$ cat config.mk
export PLATFORM = sky130hd
export DESIGN_NAME = keyed_entry_table_flat
export DESIGN_NICKNAME = d
export VERILOG_FILES = /design/src/design/ket_pkg.sv /design/src/design/ket_if.sv /design/src/design/keyed_entry_table.sv /design/src/flat_wrapper.sv
export VERILOG_INCLUDE_DIRS = /design/src /design/src/design
export SDC_FILE = /design/constraint.sdc
export NUM_CORES = 1
export LEC_CHECK = 0
export BUFFER_PORTS_ARGS = -buffer_cell sky130_fd_sc_hd__buf_2
export CAP_MARGIN = 20
export CORE_MARGIN = 2
export CORE_UTILIZATION = 60
export CTS_CLUSTER_SIZE = 12
export DETAILED_ROUTE_END_ITERATION = 7
export GPL_ROUTABILITY_DRIVEN = 0
export PLACE_DENSITY_LB_ADDON = 0.25
export SYNTH_ARGS = -nofsm -noshare
export SYNTH_HDL_FRONTEND = slang
export SYNTH_SLANG_ARGS = --single-unit
$ cat constraint.sdc
create_clock -name clock -period 4.07 [get_ports clock]
set_input_delay 0.407 -clock clock [delete_from_list [all_inputs] [get_ports clock]]
set_output_delay 0.407 -clock clock [all_outputs]
set_load 0.02 [all_outputs]
$ cat src/design/keyed_entry_table_defines.svh
`ifndef KEYED_ENTRY_TABLE_DEFINES_SVH
`define KEYED_ENTRY_TABLE_DEFINES_SVH

// Same-cycle implication, sampled on clock, quiet during reset.
`define KET_ASSERT_NOW(label, ante, cons) \
   label: assert property (@(posedge clock) disable iff (reset) (ante) |-> (cons)) \
      else $error("keyed_entry_table: assertion failed");

// Next-cycle implication, sampled on clock, quiet during reset.
`define KET_ASSERT_NEXT(label, ante, cons) \
   label: assert property (@(posedge clock) disable iff (reset) (ante) |=> (cons)) \
      else $error("keyed_entry_table: assertion failed");

`endif

$ cat src/design/ket_pkg.sv
`default_nettype none

package ket_pkg;

   localparam int MAX_SLOTS = 16;
   localparam int IDX_W     = (MAX_SLOTS > 1) ? $clog2(MAX_SLOTS) : 1;
   localparam int CNT_W     = 5;
   localparam int CAP_W     = 5;
   localparam int HANDLE_W  = 16;
   localparam int KEY_W     = 8;

   localparam logic [1:0] ACT_INSERT      = 2'd0;
   localparam logic [1:0] ACT_REMOVE      = 2'd1;
   localparam logic [1:0] ACT_FIND_PLATE  = 2'd2;
   localparam logic [1:0] ACT_FIND_BRAND  = 2'd3;

   localparam logic [1:0] STS_DONE        = 2'd0;
   localparam logic [1:0] STS_NOT_FOUND   = 2'd1;
   localparam logic [1:0] STS_FULL        = 2'd2;
   localparam logic [1:0] STS_SEVERAL     = 2'd3;

   typedef struct packed {
      logic [HANDLE_W-1:0] handle;
      logic [KEY_W-1:0]    brand;
      logic [KEY_W-1:0]    plate;
   } entry_type;

endpackage

`default_nettype wire

$ cat src/design/ket_if.sv
`default_nettype none

interface ket_req_if import ket_pkg::*; ();
   logic                valid;
   logic                ready;
   logic [1:0]          action;
   logic [HANDLE_W-1:0] new_handle;
   logic [KEY_W-1:0]    new_brand_key;
   logic [KEY_W-1:0]    new_plate_key;
   logic [KEY_W-1:0]    search_key;

   modport source (output valid, action, new_handle, new_brand_key, new_plate_key,
                   search_key, input ready);
   modport sink   (input valid, action, new_handle, new_brand_key, new_plate_key,
                   search_key, output ready);
endinterface

interface ket_rsp_if import ket_pkg::*; ();
   logic                valid;
   logic                ready;
   logic [1:0]          status;
   logic [HANDLE_W-1:0] found_handle;
   logic [CNT_W-1:0]    count_after;

   modport source (output valid, status, found_handle, count_after, input ready);
   modport sink   (input valid, status, found_handle, count_after, output ready);
endinterface

interface ket_csr_if import ket_pkg::*; ();
   logic             valid;
   logic             ready;
   logic [CAP_W-1:0] data;

   modport source (output valid, data, input ready);
   modport sink   (input valid, data, output ready);
endinterface

`default_nettype wire

$ cat src/design/keyed_entry_table.sv
// Channel    Dir  Beat payload
// ---------  ---  ----------------------------------------------------------
// req_bus    in   action, new_handle, new_brand_key, new_plate_key, search_key
// rsp_bus    out  status, found_handle, count_after
// csr_bus    in   capacity_in_use (always ready)
//
// Flow: an insert is written at accept, then passes through FIN to the rsp register.
// A search reads each held slot in turn through the registered read port; a
// plate hit ends it early. A remove that hits then shifts each later slot down.
// Reset: synchronous; clears count, sequencer, result valid; capacity = 16.
// Slot contents are not cleared: only reads of slots below the count are ever used.
// Stalls: req is ready only in IDLE; a result waits in FIN while rsp is held.
`default_nettype none

module keyed_entry_table import ket_pkg::*; (
   input  wire        clock,
   input  wire        reset,
   ket_req_if.sink    req_bus,
   ket_rsp_if.source  rsp_bus,
   ket_csr_if.sink    csr_bus
);

`include "keyed_entry_table_defines.svh"

   localparam logic [1:0] ST_IDLE  = 2'd0;
   localparam logic [1:0] ST_SCAN  = 2'd1;
   localparam logic [1:0] ST_SHIFT = 2'd2;
   localparam logic [1:0] ST_FIN   = 2'd3;

   // sequencer and bookkeeping
   logic [1:0]          state_ff, state_in;
   logic [1:0]          op_ff, op_in;
   logic [KEY_W-1:0]    key_ff, key_in;
   logic [CNT_W-1:0]    held_count_ff, held_count_in;
   logic [CAP_W-1:0]    cap_ff;
   logic [CNT_W-1:0]    eff_cap;

   // scan pointer (can reach the count itself) and read pipeline tag
   logic [CNT_W-1:0]    ptr_ff, ptr_in;
   logic                pend_ff, pend_in;
   logic [IDX_W-1:0]    pend_idx_ff, pend_idx_in;
   logic                hit_ff, hit_in;

   // result being built, and the output register
   logic [1:0]          res_status_ff, res_status_in;
   logic [HANDLE_W-1:0] res_handle_ff, res_handle_in;
   logic                rsp_valid_ff, rsp_valid_in;
   logic [1:0]          rsp_status_ff, rsp_status_in;
   logic [HANDLE_W-1:0] rsp_handle_ff, rsp_handle_in;
   logic [CNT_W-1:0]    rsp_count_ff, rsp_count_in;

   // slot memory: one write port, one registered read port
   entry_type           mem [MAX_SLOTS];
   entry_type           rd_data_ff;
   logic [IDX_W-1:0]    rd_addr;
   logic                wr_en;
   logic [IDX_W-1:0]    wr_addr;
   entry_type           wr_data;

   logic                req_acc;
   logic                issue;
   logic                rsp_free;
   logic                insert_ok;

   assign req_bus.ready        = (state_ff == ST_IDLE);
   assign req_acc              = req_bus.valid && req_bus.ready;
   assign csr_bus.ready        = 1'b1;
   assign rsp_bus.valid        = rsp_valid_ff;
   assign rsp_bus.status       = rsp_status_ff;
   assign rsp_bus.found_handle = rsp_handle_ff;
   assign rsp_bus.count_after  = rsp_count_ff;
   assign rsp_free             = !rsp_valid_ff || rsp_bus.ready;

   // capacity above the slot count acts as the slot count
   always_comb begin
      if (32'(cap_ff) > MAX_SLOTS) begin
         eff_cap = CNT_W'(MAX_SLOTS);
      end else begin
         eff_cap = CNT_W'(cap_ff);
      end
   end

   assign issue     = (ptr_ff < held_count_ff);
   assign rd_addr   = ptr_ff[IDX_W-1:0];
   assign insert_ok = req_acc && (req_bus.action == ACT_INSERT) && (held_count_ff < eff_cap);

   always_comb begin
      state_in      = state_ff;
      op_in         = op_ff;
      key_in        = key_ff;
      held_count_in = held_count_ff;
      ptr_in        = ptr_ff;
      pend_in       = 1'b0;
      pend_idx_in   = ptr_ff[IDX_W-1:0];
      hit_in        = hit_ff;
      res_status_in = res_status_ff;
      res_handle_in = res_handle_ff;
      rsp_valid_in  = rsp_valid_ff && !rsp_bus.ready;
      rsp_status_in = rsp_status_ff;
      rsp_handle_in = rsp_handle_ff;
      rsp_count_in  = rsp_count_ff;
      wr_en         = 1'b0;
      wr_addr       = held_count_ff[IDX_W-1:0];
      wr_data       = '{handle: req_bus.new_handle, brand: req_bus.new_brand_key,
                        plate: req_bus.new_plate_key};

      case (state_ff)
         ST_IDLE: begin
            if (req_acc) begin
               op_in         = req_bus.action;
               key_in        = req_bus.search_key;
               ptr_in        = '0;
               hit_in        = 1'b0;
               res_handle_in = '0;
               res_status_in = STS_NOT_FOUND;
               if (req_bus.action == ACT_INSERT) begin
                  // append at the tail, count stays below the slot count here
                  if (held_count_ff < eff_cap) begin
                     wr_en         = 1'b1;
                     held_count_in = held_count_ff + CNT_W'(1);
                     res_status_in = STS_DONE;
                  end else begin
                     res_status_in = STS_FULL;
                  end
                  state_in = ST_FIN;
               end else begin
                  state_in = ST_SCAN;
               end
            end
         end

         ST_SCAN: begin
            if (issue) begin
               ptr_in  = ptr_ff + CNT_W'(1);
               pend_in = 1'b1;
            end
            if (pend_ff) begin
               if (op_ff == ACT_FIND_BRAND) begin
                  // one hit keeps the handle, a second makes it ambiguous
                  if (rd_data_ff.brand == key_ff) begin
                     hit_in = 1'b1;
                     if (!hit_ff) begin
                        res_handle_in = rd_data_ff.handle;
                        res_status_in = STS_DONE;
                     end else begin
                        res_handle_in = '0;
                        res_status_in = STS_SEVERAL;
                     end
                  end
               end else if (rd_data_ff.plate == key_ff) begin
                  // first plate hit ends the scan
                  res_handle_in = rd_data_ff.handle;
                  res_status_in = STS_DONE;
                  pend_in       = 1'b0;
                  if (op_ff == ACT_REMOVE) begin
                     ptr_in   = CNT_W'(pend_idx_ff) + CNT_W'(1);
                     state_in = ST_SHIFT;
                  end else begin
                     state_in = ST_FIN;
                  end
               end
            end else if (!issue) begin
               state_in = ST_FIN;
            end
         end

         ST_SHIFT: begin
            // read slot j, write it to slot j-1 the next cycle
            if (issue) begin
               ptr_in  = ptr_ff + CNT_W'(1);
               pend_in = 1'b1;
            end
            if (pend_ff) begin
               wr_en   = 1'b1;
               wr_addr = pend_idx_ff - IDX_W'(1);
               wr_data = rd_data_ff;
            end else if (!issue) begin
               held_count_in = held_count_ff - CNT_W'(1);
               state_in      = ST_FIN;
            end
         end

         ST_FIN: begin
            if (rsp_free) begin
               rsp_valid_in  = 1'b1;
               rsp_status_in = res_status_ff;
               rsp_handle_in = res_handle_ff;
               rsp_count_in  = held_count_ff;
               state_in      = ST_IDLE;
            end
         end

         default: begin
            state_in = ST_IDLE;
         end
      endcase
   end

   always_ff @(posedge clock) begin
      if (reset) begin
         state_ff      <= ST_IDLE;
         held_count_ff <= '0;
         cap_ff        <= CAP_W'(MAX_SLOTS);
         pend_ff       <= 1'b0;
         rsp_valid_ff  <= 1'b0;
      end else begin
         state_ff      <= state_in;
         held_count_ff <= held_count_in;
         pend_ff       <= pend_in;
         rsp_valid_ff  <= rsp_valid_in;
         if (csr_bus.valid && csr_bus.ready) begin
            cap_ff <= csr_bus.data;
         end
      end
   end

   always_ff @(posedge clock) begin
      op_ff         <= op_in;
      key_ff        <= key_in;
      ptr_ff        <= ptr_in;
      pend_idx_ff   <= pend_idx_in;
      hit_ff        <= hit_in;
      res_status_ff <= res_status_in;
      res_handle_ff <= res_handle_in;
      rsp_status_ff <= rsp_status_in;
      rsp_handle_ff <= rsp_handle_in;
      rsp_count_ff  <= rsp_count_in;
   end

   always_ff @(posedge clock) begin
      if (wr_en) begin
         mem[wr_addr] <= wr_data;
      end
      rd_data_ff <= mem[rd_addr];
   end

   `KET_ASSERT_NOW(a_count_bound, 1'b1, held_count_ff <= CNT_W'(MAX_SLOTS))
   `KET_ASSERT_NEXT(a_insert_grows, insert_ok, held_count_ff == $past(held_count_ff) + CNT_W'(1))
   `KET_ASSERT_NOW(a_miss_no_handle, rsp_valid_ff && rsp_status_ff != STS_DONE, rsp_handle_ff == '0)
   `KET_ASSERT_NOW(a_shift_nonempty, state_ff == ST_SHIFT, held_count_ff != '0)

endmodule

`default_nettype wire
$ cat src/flat_wrapper.sv
// flat-port wrapper written by rule: the top's interface ports become plain ports
module keyed_entry_table_flat import ket_pkg::*;
  (clock, reset, req_bus_valid, req_bus_action, req_bus_new_handle, req_bus_new_brand_key, req_bus_new_plate_key, req_bus_search_key, req_bus_ready, rsp_bus_valid, rsp_bus_status, rsp_bus_found_handle, rsp_bus_count_after, rsp_bus_ready, csr_bus_valid, csr_bus_data, csr_bus_ready);
  ket_req_if req_bus_i ();
  ket_rsp_if rsp_bus_i ();
  ket_csr_if csr_bus_i ();
  input  wire clock;
  input  wire reset;
  input wire logic [$bits(req_bus_i.valid)-1:0] req_bus_valid;
  input wire logic [$bits(req_bus_i.action)-1:0] req_bus_action;
  input wire logic [$bits(req_bus_i.new_handle)-1:0] req_bus_new_handle;
  input wire logic [$bits(req_bus_i.new_brand_key)-1:0] req_bus_new_brand_key;
  input wire logic [$bits(req_bus_i.new_plate_key)-1:0] req_bus_new_plate_key;
  input wire logic [$bits(req_bus_i.search_key)-1:0] req_bus_search_key;
  output wire logic [$bits(req_bus_i.ready)-1:0] req_bus_ready;
  output wire logic [$bits(rsp_bus_i.valid)-1:0] rsp_bus_valid;
  output wire logic [$bits(rsp_bus_i.status)-1:0] rsp_bus_status;
  output wire logic [$bits(rsp_bus_i.found_handle)-1:0] rsp_bus_found_handle;
  output wire logic [$bits(rsp_bus_i.count_after)-1:0] rsp_bus_count_after;
  input wire logic [$bits(rsp_bus_i.ready)-1:0] rsp_bus_ready;
  input wire logic [$bits(csr_bus_i.valid)-1:0] csr_bus_valid;
  input wire logic [$bits(csr_bus_i.data)-1:0] csr_bus_data;
  output wire logic [$bits(csr_bus_i.ready)-1:0] csr_bus_ready;
  assign req_bus_i.valid = req_bus_valid;
  assign req_bus_i.action = req_bus_action;
  assign req_bus_i.new_handle = req_bus_new_handle;
  assign req_bus_i.new_brand_key = req_bus_new_brand_key;
  assign req_bus_i.new_plate_key = req_bus_new_plate_key;
  assign req_bus_i.search_key = req_bus_search_key;
  assign req_bus_ready = req_bus_i.ready;
  assign rsp_bus_valid = rsp_bus_i.valid;
  assign rsp_bus_status = rsp_bus_i.status;
  assign rsp_bus_found_handle = rsp_bus_i.found_handle;
  assign rsp_bus_count_after = rsp_bus_i.count_after;
  assign rsp_bus_i.ready = rsp_bus_ready;
  assign csr_bus_i.valid = csr_bus_valid;
  assign csr_bus_i.data = csr_bus_data;
  assign csr_bus_ready = csr_bus_i.ready;
  keyed_entry_table u_core (.clock(clock), .reset(reset), .req_bus(req_bus_i), .rsp_bus(rsp_bus_i), .csr_bus(csr_bus_i));
endmodule
Yosys cells after proc, flatten, opt, wreduce, memory -nomap -nowiden
Memories as Yosys holds them, arrays and structs flattened. A register that Yosys moved wholly into a read port is not among the register bits. Cells that the tools add are included.

Flip-flop bits (word level): 75. Memory bits (writable): 512. Bits of input ports: 52. Output and inout bits: 26. Logic and storage cells: 124. Memories kept: 1.

Memories: u_core.mem (depth 16, bits a word 32, read ports 1, clocked after memory_dff 1, write ports 1, line keyed_entry_table.sv:53) `entry_type mem [MAX_SLOTS];`.

Add/sub/neg operators: 5. Order comparisons: 3. Equal/unequal tests: 20. Mux-type cells: 63. Reduce and logical (&&, ||, !) cells: 17.

Operators with widths (number): $mux 16 (6); $mux 32 (2); $mux 5 (12); $mux 2 (16); $pmux 16 s2 (1); $mux 1 (17); $eq 8x8->1 (2); $pmux 5 s3 (1); $reduce_and 5->1 (3); $add 5x1->5 const B (2); $lt 5x5->1 (2); $ne 2x2->1 const B (5); $pmux 5 s2 (1); $ne 3x3->1 const B (3); $mux 4 (2); $ne 2x1->1 const B (4); $pmux 2 s4 (1); $eq 2x2->1 const B (3); $pmux 1 s2 (3); $reduce_and 2->1 (3); $reduce_and 6->1 (1); $add 4x1->5 const B (1); $gt 5x5->1 const B (1); $sub 5x1->5 const B (1); other kinds (10) (15).

Depth between registers and ports, before layout
Gate-level depths: netlist (run 1).

Depth in word-level cells: 9. Gate-level depth with buffers: 11. Mapped depth without buffers: 10.

Worst setup path after synthesis (run 1)
No wires, ideal clock.

Path type: register -> register. Start: reg u_core.state_ff[0]. End: mem u_core.mem[6][0] (netlist bit), enable pin. Setup time: 0.421 ns. Arrival: 2.945 ns. Required time: 3.649 ns. Path slack: 0.704 ns. Cell stages (with the launch flop): 8. Path buffers: 0. Clock period less this slack: 3.366 ns. Cells stage by stage: dfxtp_1 inv_1 ha_1 and2_2 a41oi_1 nor2_1 nand2_1 nor2_1.

Cells in the longest elaborated chain, start to end: 6. Elaborated cells between the ends (all ways): 8. Classes of those cells: eq/ne (1); mux (5); reduce/logical (2).

RTL lines: start, declared (line keyed_entry_table.sv:31) `logic [1:0] state_ff, state_in;`; start signal, assigned (line keyed_entry_table.sv:207) `state_ff <= state_in;`; $logic_not 2->1 * (line keyed_entry_table.sv:65) `assign req_bus.ready = (state_ff == ST_IDLE);`; named net req_bus_ready (line flat_wrapper.sv:15) `output wire logic [$bits(req_bus_i.ready)-1:0] req_bus_ready;`; $logic_and 1x1->1 (line keyed_entry_table.sv:66) `assign req_acc = req_bus.valid && req_bus.ready;`; $mux 1 (line keyed_entry_table.sv:109) `if (req_acc) begin`; $pmux 1 s2 * (line keyed_entry_table.sv:107) `case (state_ff)`; $mux 1 * (line keyed_entry_table.sv:231) `if (wr_en) begin`; $mux 1 (implied by the code) * (line keyed_entry_table.sv:232) `mem[wr_addr] <= wr_data;`; end, declared (line keyed_entry_table.sv:53).

Mark *: on every way through the listed nets, which the timed path passes. The rest lies on a longest branch.

Worst setup path in the final report (run 1)
Start: reg u_core.cap_ff[4]. End: mem u_core.mem[8][14] (netlist bit), enable pin.

Cells in the longest elaborated chain, start to end: 9.

RTL lines: start, declared (line keyed_entry_table.sv:35) `logic [CAP_W-1:0] cap_ff;`; start signal, assigned (line keyed_entry_table.sv:203) `cap_ff <= CAP_W'(MAX_SLOTS);`; start signal, assigned (line keyed_entry_table.sv:212) `cap_ff <= csr_bus.data;`; $gt 5x5->1 (line keyed_entry_table.sv:76) `if (32'(cap_ff) > MAX_SLOTS) begin`; $mux 5 * (line keyed_entry_table.sv:76); $lt 5x5->1 *; $mux 1 * (line keyed_entry_table.sv:118) `if (held_count_ff < eff_cap) begin`; $mux 1 * (line keyed_entry_table.sv:116) `if (req_bus.action == ACT_INSERT) begin`; $mux 1 * (line keyed_entry_table.sv:109); $pmux 1 s2 * (line keyed_entry_table.sv:107); $mux 1 * (line keyed_entry_table.sv:231); $mux 1 (implied by the code) * (line keyed_entry_table.sv:232).

Mark *: on every way between the ends. The rest lies on a longest branch, timed or not.

==> results.cfg, run 1 <==
[power]
leakage_nw = 8.85
p_per_area_nw_per_um2 = 644
vdd_ir_drop_max_mv = 0.459

[detailed_routing]
via_count = 11839
wire_per_inst_um = 28.4
drt_iter0_drc = 1301
finalWirelength_um = 53100
dr.pass1.iters = 5
drc_errors = 0
postRouteAntennaNets = 0
vias_per_cell = 6.32

[logic_synthesis]
synth-seq-area-share_pct = 75.6
syn_area_um2 = 23900
synth_area_leaders = edfxtp_1, mux4_2, dfxtp_1
yosysTopAreaCell = edfxtp_1
synth_edf_count = 569
synthArstFlopShare_pct = 0
yosysWarningCount = 0
postSynthRegisterBits = 619
syn_nets = 1234
yosysTopAreaCellShare_pct = 71.4
synth-main-ff-cell = edfxtp_1
synth_cells = 1163
syn_avg_cell_area_um2 = 20.6
synth_cell_types = 55

[min_path]
min_path_type = in -> reg
hold_depth = 3

[floorplanning]
die_w_um = 204
num_io_pins = 78
dieArea_um2 = 41500
fp.coreArea_um2 = 39500
die_h_um = 204
start_util_pct = 60.5
rows = 73

[grt]
track_usage_pct = 26.8
grt_max_degree = 133
grt_overflow = 0
grt_pass1_vias = 11823
antenna_found_initial = 2
grt_pass1_wl_um = 78800

[cts]
cts-root-buf = clkbuf_16
insertion_delay_ns = 0.64
postCtsResizedCells = 0
cts_buffer_depth = 3
post_cts.repair.setup_buffers = 0
cts_tree = yes
cts_buffers = 60
clock-sinks = 619
cts.htree.levels = 2
clk_pin_slew_ns = 0.06
holdBufCountCts = 10

[timing]
slew_viol_final = 0
finalHoldViolCount = 0
post-route-period-util_pct = 78.0
tightest_slew_ns = 1.06
min_period_ns = 3.17
fmax_mhz = 315
hold_ws_ns = 0.0368
setup-violations-final = 0
slew_headroom_pct = 29.3
rsz0062_at_grt = false
finClkSkew_ns = 0.0263
setup_tns_ns = 0

[setup_path]
crit_top_cell = nand2_1
crit_path_max_incr_delay_ns = 0.86
worst-path-max-fanout = 32
cpMaxStageDelayCell = nor2_4
worst_setup_path_start_kind = flop
crit_type = reg -> reg
arrival_ns = 3.41
cp_cell_sequence = inv_1 > nand2_1 > ha_1 > a21oi_1 > o22a_1 > a41oi_1 > nor2b_1 > nand2_1 > nor2_4
end_kind = flop
cp.required_ns = 4.30
ff2ff_path_depth = 9

[cells_and_area]
nets = 1366
diodes = 0
synthToLayoutAreaGrowth_pct = 13.4
fillers = 2498
layout-drive-gt1-share_pct = 28.1

[outcome]
status = finished clean

[placed_design]
hpwl_um = 34000
port_buffers = 76

[job]
maxCapViolCount = 0
cells in the final DEF, fill, tap and decap left out, types with 6 or more instances in the layout:
cell type      instances
edfxtp_1             569
mux4_2               160
nand2_1              118
buf_2                 76
clkbuf_16             61
dfxtp_1               50
clkbuf_1              39
buf_4                 25
xnor2_1               24
nor2_1                21
ha_1                  18
nor2_4                16
and2_1                16
inv_1                 15
buf_12                11
a21oi_1               10
dlygate4sd3_1         10
mux2i_1                8
a31oi_1                7
nor3_1                 7
clkbuf_8               7
nand3_1                6
cell usage after synthesis, drive strengths merged (8+ instances only):
master	number
and2	21
edfxtp	569
buf	28
clkbuf	24
nand2	119
ha	18
mux4	160
dfxtp	50
a21oi	12
nor2	37
xnor2	24
inv	16
mux2i	8
report_power, final:
group	total [mW]	internal [mW]	switching [mW]
Combinational	4.41	2.08	2.32
Sequential	7.86	7.54	0.322
Clock	5.21	2.93	2.29
layout make-up:
cell class                 count  area, um^2  share of cell area [%]
clock buffer                 107        1770                    6.52
clock inverter                 7        65.1                   0.240
inverter                      16        60.1                   0.221
multi-input combinational    476        5610                    20.7
sequential                   619       18100                    66.7
tap                          525         657                    2.42
timing repair buffer         122         888                    3.27
cell families (layout without fill, tap and decap cells):
family | count (synthesis) | count (layout) | synth area share (%)
xor+xnor | 27 | 27 | 0.988
flops | 619 | 619 | 75.6
buf+inv | 68 | 252 | 1.50
other cells | 1 | 1 | 0.0157
compound gates | 50 | 50 | 1.52
simple gates | 209 | 209 | 3.86
mux | 170 | 170 | 15.5
fa+ha+maj | 19 | 19 | 1.03
through the flow:
step	area [um^2]	utilization (%)	worst slack [ns]	std cells	power [mW]
6_report	27100	68.6	0.896	1872	17.5
4_1_cts	27100	68.5	0.823	1870	17.6
3_3_place_gp	25200	63.6	0.931	1746	12.3
5_1_grt	27100	68.6	0.695	1872	18.1
2_1_floorplan	23900	-	0.704	1163	11.1
3_5_place_dp	25200	63.6	0.839	1746	12.4
worst max-delay path: cells and delay by family, from the launching register on:
family          cells  cell delay (ns)
compound gates      3             0.58
simple gates        4             1.45
buf+inv             1             0.12
flops               1             0.31
fa+ha+maj           1             0.29
flip-flops by register name, summed over array words and instances (netlist names):
name and flops:
u_core.rsp_bus.count_after 5, u_core.rsp_bus.valid 1, u_core.pend_idx_ff 4, u_core.res_status_ff 2
u_core.rsp_bus.status 2, u_core.mem 512, u_core.held_count_ff 5, u_core.key_ff 8
u_core.op_ff 2, u_core.res_handle_ff 16, u_core.hit_ff 1, u_core.rd_data_ff 32
u_core.cap_ff 5, u_core.pend_ff 1, u_core.ptr_ff 5, u_core.rsp_bus.found_handle 16
u_core.state_ff 2
routing by layer:
layer | vias up | wire (um) | GRT usage [%] | share of wire [%]
li1 | 4967 | - | - | -
met1 | 6216 | 21300 | 39.1 | 40
met2 | 574 | 26100 | 42.8 | 49
met3 | 82 | 4590 | 5.00 | 8.6
met4 | 0 | 1110 | 6.65 | 2.1
met5 | - | 0 | 0 | 0
worst paths after layout:
| kind | startpoint | end | slack [ns] |
|---|---|---|---|
| max | u_core.cap_ff[4] | u_core.mem[8][14] | 0.90 |
| min reg2reg | u_core.res_handle_ff[11] | u_core.rsp_bus.found_handle[11] | 0.41 |
| max reg2reg | u_core.cap_ff[4] | u_core.mem[8][14] | 0.90 |
| min | csr_bus_data[0] | u_core.cap_ff[0] | 0.04 |
Power figures use the tool's default switching activity.
==> run 2, diff against run 1 <==
Clock period 4.07 ns to 3.15 ns, I/O delays scaled along.
==> run 2 against run 1 <==
Register-to-register slack got worse by 0.54 ns. Clock-buffer cell count fell by 4. Largest cell class unchanged. Critical path type unchanged. Clock skew is 0.0040 ns higher. Design area up 0.72%. Critical endpoint is now u_core.mem[6][12]. Setup slack got worse by 0.54 ns. Highest routed layer is now met5. Largest power group unchanged.
==> results.cfg, run 2 (same netlist as run 1, synthesis figures left out) <==
[outcome]
status = finished clean

[setup_path]
crit_type = reg -> reg
cp.required_ns = 3.46
worst_setup_path_start_kind = flop
arrival_ns = 3.10
end_kind = flop
worst-path-max-fanout = 17

[grt]
grt_pass1_vias = 11845
antenna_found_initial = 1
grt_overflow = 0
grt_max_degree = 73
grt_pass1_wl_um = 76800
track_usage_pct = 26.0

[cells_and_area]
nets = 1387
final_core_util_pct = 69.1
largest_reg_flops = 512
layout_commonest_cell = edfxtp_1
fillers = 2373
layout-drive-gt1-share_pct = 29.1
top_regs = u_core.mem (512), u_core.rd_data_ff (32)
synthToLayoutAreaGrowth_pct = 14.2
regMostFlops = u_core.mem
diodes = 0
final_cell_mix = edfxtp_1, mux4_2, nand2_1

[job]
maxCapViolCount = 0

[timing]
post-route-period-util_pct = 88.8
finalHoldViolCount = 0
finClkSkew_ns = 0.0303
tightest_slew_ns = 1.12
setup-violations-final = 0
min_period_ns = 2.80
rsz0062_at_grt = false
timing.final.ws_setup_ns = 0.354
slew_viol_final = 0
fmax_mhz = 358
slew_headroom_pct = 24.7

[detailed_routing]
wire_per_inst_um = 27.6
drc_errors = 0
vias_per_cell = 6.29
postRouteAntennaNets = 0
via_count = 11911
finalWirelength_um = 52300
drt_iter0_drc = 1452
dr.pass1.iters = 5

[power]
clock_power_share_pct = 30.5
p_per_area_nw_per_um2 = 835
power_frac_seq_pct = 44.2
power_switching_mw = 6.37
p_int_mw = 16.5
netSwitchingFraction_pct = 27.9
power_frac_comb_pct = 25.3
power_mw = 22.8
leakage_nw = 8.98
vdd_ir_drop_max_mv = 0.660

[floorplanning]
fp.coreArea_um2 = 39500
die_w_um = 204
dieArea_um2 = 41500
die_h_um = 204
rows = 73
num_io_pins = 78
start_util_pct = 60.5

[cts]
post_cts.repair.setup_buffers = 0
cts_tree = yes
cts_buffers = 61
insertion_delay_ns = 0.63
cts-root-buf = clkbuf_16
cts.htree.levels = 2
clock-sinks = 619
clk_pin_slew_ns = 0.06
cts_buffer_depth = 3

[placed_design]
dp_slack_ns = 0.433
port_buffers = 76
hpwl_um = 34200

[min_path]
min_path_type = in -> reg
-- run 2: changes by cell type in the layout (fill, tap and decap cells not counted), sizes merged --
cell | previous run | this run
dlygate4sd3 | 10 | 15
bufinv | 0 | 3
buf | 112 | 127
clkbuf | 107 | 103
clkinv | 5 | 7
clkinvlp | 0 | 1
inv | 18 | 17
-- run 2: power groups by stage --
stage / Sequential, mW / Clock (mW) / Combinational (mW)
2_1_floorplan: 10.2 / 0 / 4.15
3_3_place_gp: 10.2 / 0 / 5.62
3_5_place_dp: 10.3 / 0 / 5.74
4_1_cts: 10.1 / 7.06 / 5.79
5_1_grt: 10.1 / 7.35 / 6.14
6_report: 10.1 / 6.97 / 5.77
-- run 2: routing by layer --
metal	up-vias	global-route usage [%]	part of all wire (%)
li1	4997	-	-
met2	635	38.0	45
met3	95	6.63	11
met1	6182	39.2	41
met5	-	0	0.033
met4	2	8.00	2.8
-- run 2: what timing repair did --
action,in CTS,in global routing
gates resized for setup,0,0
hold endpoints to repair,15,0
hold buffers,15,0
-- run 2: final cells by class --
type	count	area (um^2)	share of cell area (%)
inverters	16	60.1	0.220
well taps	525	657	2.40
clock buffers	103	1760	6.42
flip-flops and latches	619	18100	66.2
repair buffers	142	1000	3.66
multi-input cells	476	5610	20.5
clock inverters	12	163	0.595
-- run 2: final timing paths --
check,from,endpoint,slack (ns),cells after the start
hold / removal,rsp_bus_ready,u_core.rsp_bus.valid,0.02,4
setup reg to reg,u_core.cap_ff[4],u_core.mem[6][12],0.35,10
setup / recovery,u_core.cap_ff[4],u_core.mem[6][12],0.35,10
hold reg to reg,u_core.res_handle_ff[9],u_core.rsp_bus.found_handle[9],0.42,0
-- run 2: through the flow --
step | setup TNS (ns) | instance area (um^2) | instances | hold slack, ns
after floorplan | -100.01 | 23900 | 1163 | 0.371
after global placement | 0 | 25300 | 1763 | 0.400
after detailed placement | 0 | 25300 | 1763 | 0.405
after CTS | 0 | 27300 | 1893 | 0.0145
after global routing | 0 | 27300 | 1893 | 0.0428
final | 0 | 27300 | 1893 | 0.0247
-- run 2: critical path: stages, from the launching register on --
cell     delay [ns]
dfxtp_1        0.31
inv_1          0.11
nand2_1        0.09
ha_1           0.30
a21oi_1        0.18
o22a_1         0.20
a41oi_1        0.24
nor2_1         0.23
nand2_1        0.31
nor2_4         0.21
buf_4          0.30
==> run 3, diff against run 2 <==
Settings changed: PLACE_DENSITY from default to 0.86, PLACE_DENSITY_LB_ADDON 0.25 to default.
==> run 3 against run 2 <==
Sequential cell count unchanged. Clock skew hardly changed. Clock power shrank 4.4%. Die area is the same. Utilization shrank 0.22 points. Critical path depth is the same. Critical path type unchanged. Via count grew 3.5%. Design area decreased by 0.32%.
==> results.cfg, run 3 (same netlist as run 1, synthesis figures left out) <==
[timing]
post-route-period-util_pct = 92.5
finClkSkew_ns = 0.0299
fmax_mhz = 343
rsz0062_at_grt = false
setup-violations-final = 0
slew_viol_final = 0
min_period_ns = 2.91
setup_tns_ns = 0
tightest_slew_ns = 0.844
timing.final.ws_setup_ns = 0.236
finalHoldViolCount = 0
slew_headroom_pct = 43.8

[setup_path]
r2r-start = u_core.cap_ff[4]
worst_setup_path_start_kind = flop
cp-endpoint = u_core.mem[1][17]
end_kind = flop
cp.required_ns = 3.47
critical_path.top_delay_family = simple AND/OR/NAND/NOR gates
crit_type = reg -> reg
ff2ff_path_depth = 10
worst-path-max-fanout = 25
worstSetupStartpoint = u_core.cap_ff[4]
cpMaxStageDelayCell = nor2_4
arrival_ns = 3.23
r2r_end = u_core.mem[1][17]
crit_top_cell = nand2_1
crit_path_max_incr_delay_ns = 0.35
cp_cell_sequence = inv_1 > nand2_1 > ha_1 > a21oi_1 > o22a_1 > a41oi_1 > nor2b_1 > nand2_1 > nor2_4 > buf_12
cp_num_buf_inv = 2
cp.depth = 10
reg2reg_slack_ns = 0.24

[cells_and_area]
synthToLayoutAreaGrowth_pct = 13.9
layout_commonest_cell = edfxtp_1
final_cell_mix = edfxtp_1, mux4_2, nand2_1
diodes = 0
largest_reg_flops = 512
regMostFlops = u_core.mem
final_core_util_pct = 68.9
top_regs = u_core.mem (512), u_core.rd_data_ff (32)
layout-drive-gt1-share_pct = 28.5
nets = 1383

[power]
p_per_area_nw_per_um2 = 827
vdd_ir_drop_max_mv = 0.718
leakage_nw = 8.91

[detailed_routing]
wire_per_inst_um = 29.5
vias_per_cell = 6.55
drt_iter0_drc = 1731
finalWirelength_um = 55600
dr.pass1.iters = 5
postRouteAntennaNets = 0
via_count = 12329
drc_errors = 0

[min_path]
min_path_type = in -> reg

[cts]
cts-root-buf = clkbuf_16
clk_pin_slew_ns = 0.06
insertion_delay_ns = 0.63
postCtsResizedCells = 0
cts.htree.levels = 2
cts_buffers = 60
clock-sinks = 619
cts_tree = yes
cts_buffer_depth = 3

[grt]
grt_pass1_wl_um = 81800
antenna_found_initial = 2
grt_overflow = 0
grt_pass1_vias = 12399
track_usage_pct = 27.7
grt_max_degree = 133

[floorplanning]
num_io_pins = 78
dieArea_um2 = 41500
die_h_um = 204
rows = 73
die_w_um = 204
start_util_pct = 60.5
fp.coreArea_um2 = 39500

[placed_design]
dp_slack_ns = 0.392
port_buffers = 76
hpwl_um = 33600

[outcome]
status = finished clean

[job]
maxCapViolCount = 0
[run 3: how the worst min path moves through the flow]
stage,to,slack [ns],cells after the start,start
2_1_floorplan,u_core.pend_idx_ff[0],0.37,0,u_core.ptr_ff[0]
3_3_place_gp,u_core.rsp_bus.found_handle[11],0.40,0,u_core.res_handle_ff[11]
3_5_place_dp,u_core.rsp_bus.found_handle[11],0.41,0,u_core.res_handle_ff[11]
4_1_cts,u_core.state_ff[0],0.03,2,reset
5_1_grt,u_core.rsp_bus.valid,0.05,2,reset
6_report,u_core.state_ff[0],0.06,2,reset
[run 3: report_power, final]
part           total, mW  internal, mW  switching (mW)  leakage (nW)
clock               6.66          3.76            2.89         0.857
combinational       5.71          2.70            3.00          2.49
sequential          10.2          9.73           0.433          5.56
total               22.5          16.2            6.33          8.91
[run 3: final cells by class]
cell class              count  area [um^2]
well taps                 525          657
flip-flops and latches    619        18100
fillers                  2227        12300
clock inverters             8         71.3
multi-input cells         476         5610
clock buffers              98         1720
repair buffers            139         1050
inverters                  16         60.1
[run 3: metal layers]
layer / GRT usage, % / wire length, um / vias to the layer above
li1: - / - / 4979
met1: 38.4 / 20300 / 6292
met2: 44.3 / 27100 / 919
met3: 5.99 / 6100 / 137
met4: 9.36 / 2030 / 2
met5: 0 / 10 / -
[run 3: timing repair]
| action | in CTS | in global routing |
|---|---|---|
| endpoints found under the hold margin | 16 | 0 |
| setup buffers | 0 | 0 |
| endpoints found under the setup margin | 0 | 0 |
| hold buffers | 17 | 0 |
[run 3: through the flow]
step | hold WS, ns | instances | cell area (um^2) | total power, mW
6_report | 0.0565 | 1881 | 27200 | 22.5
2_1_floorplan | 0.371 | 1163 | 23900 | 14.3
4_1_cts | 0.0272 | 1879 | 27200 | 22.6
5_1_grt | 0.0471 | 1881 | 27200 | 23.2
3_3_place_gp | 0.400 | 1756 | 25300 | 15.7
3_5_place_dp | 0.406 | 1756 | 25300 | 15.9
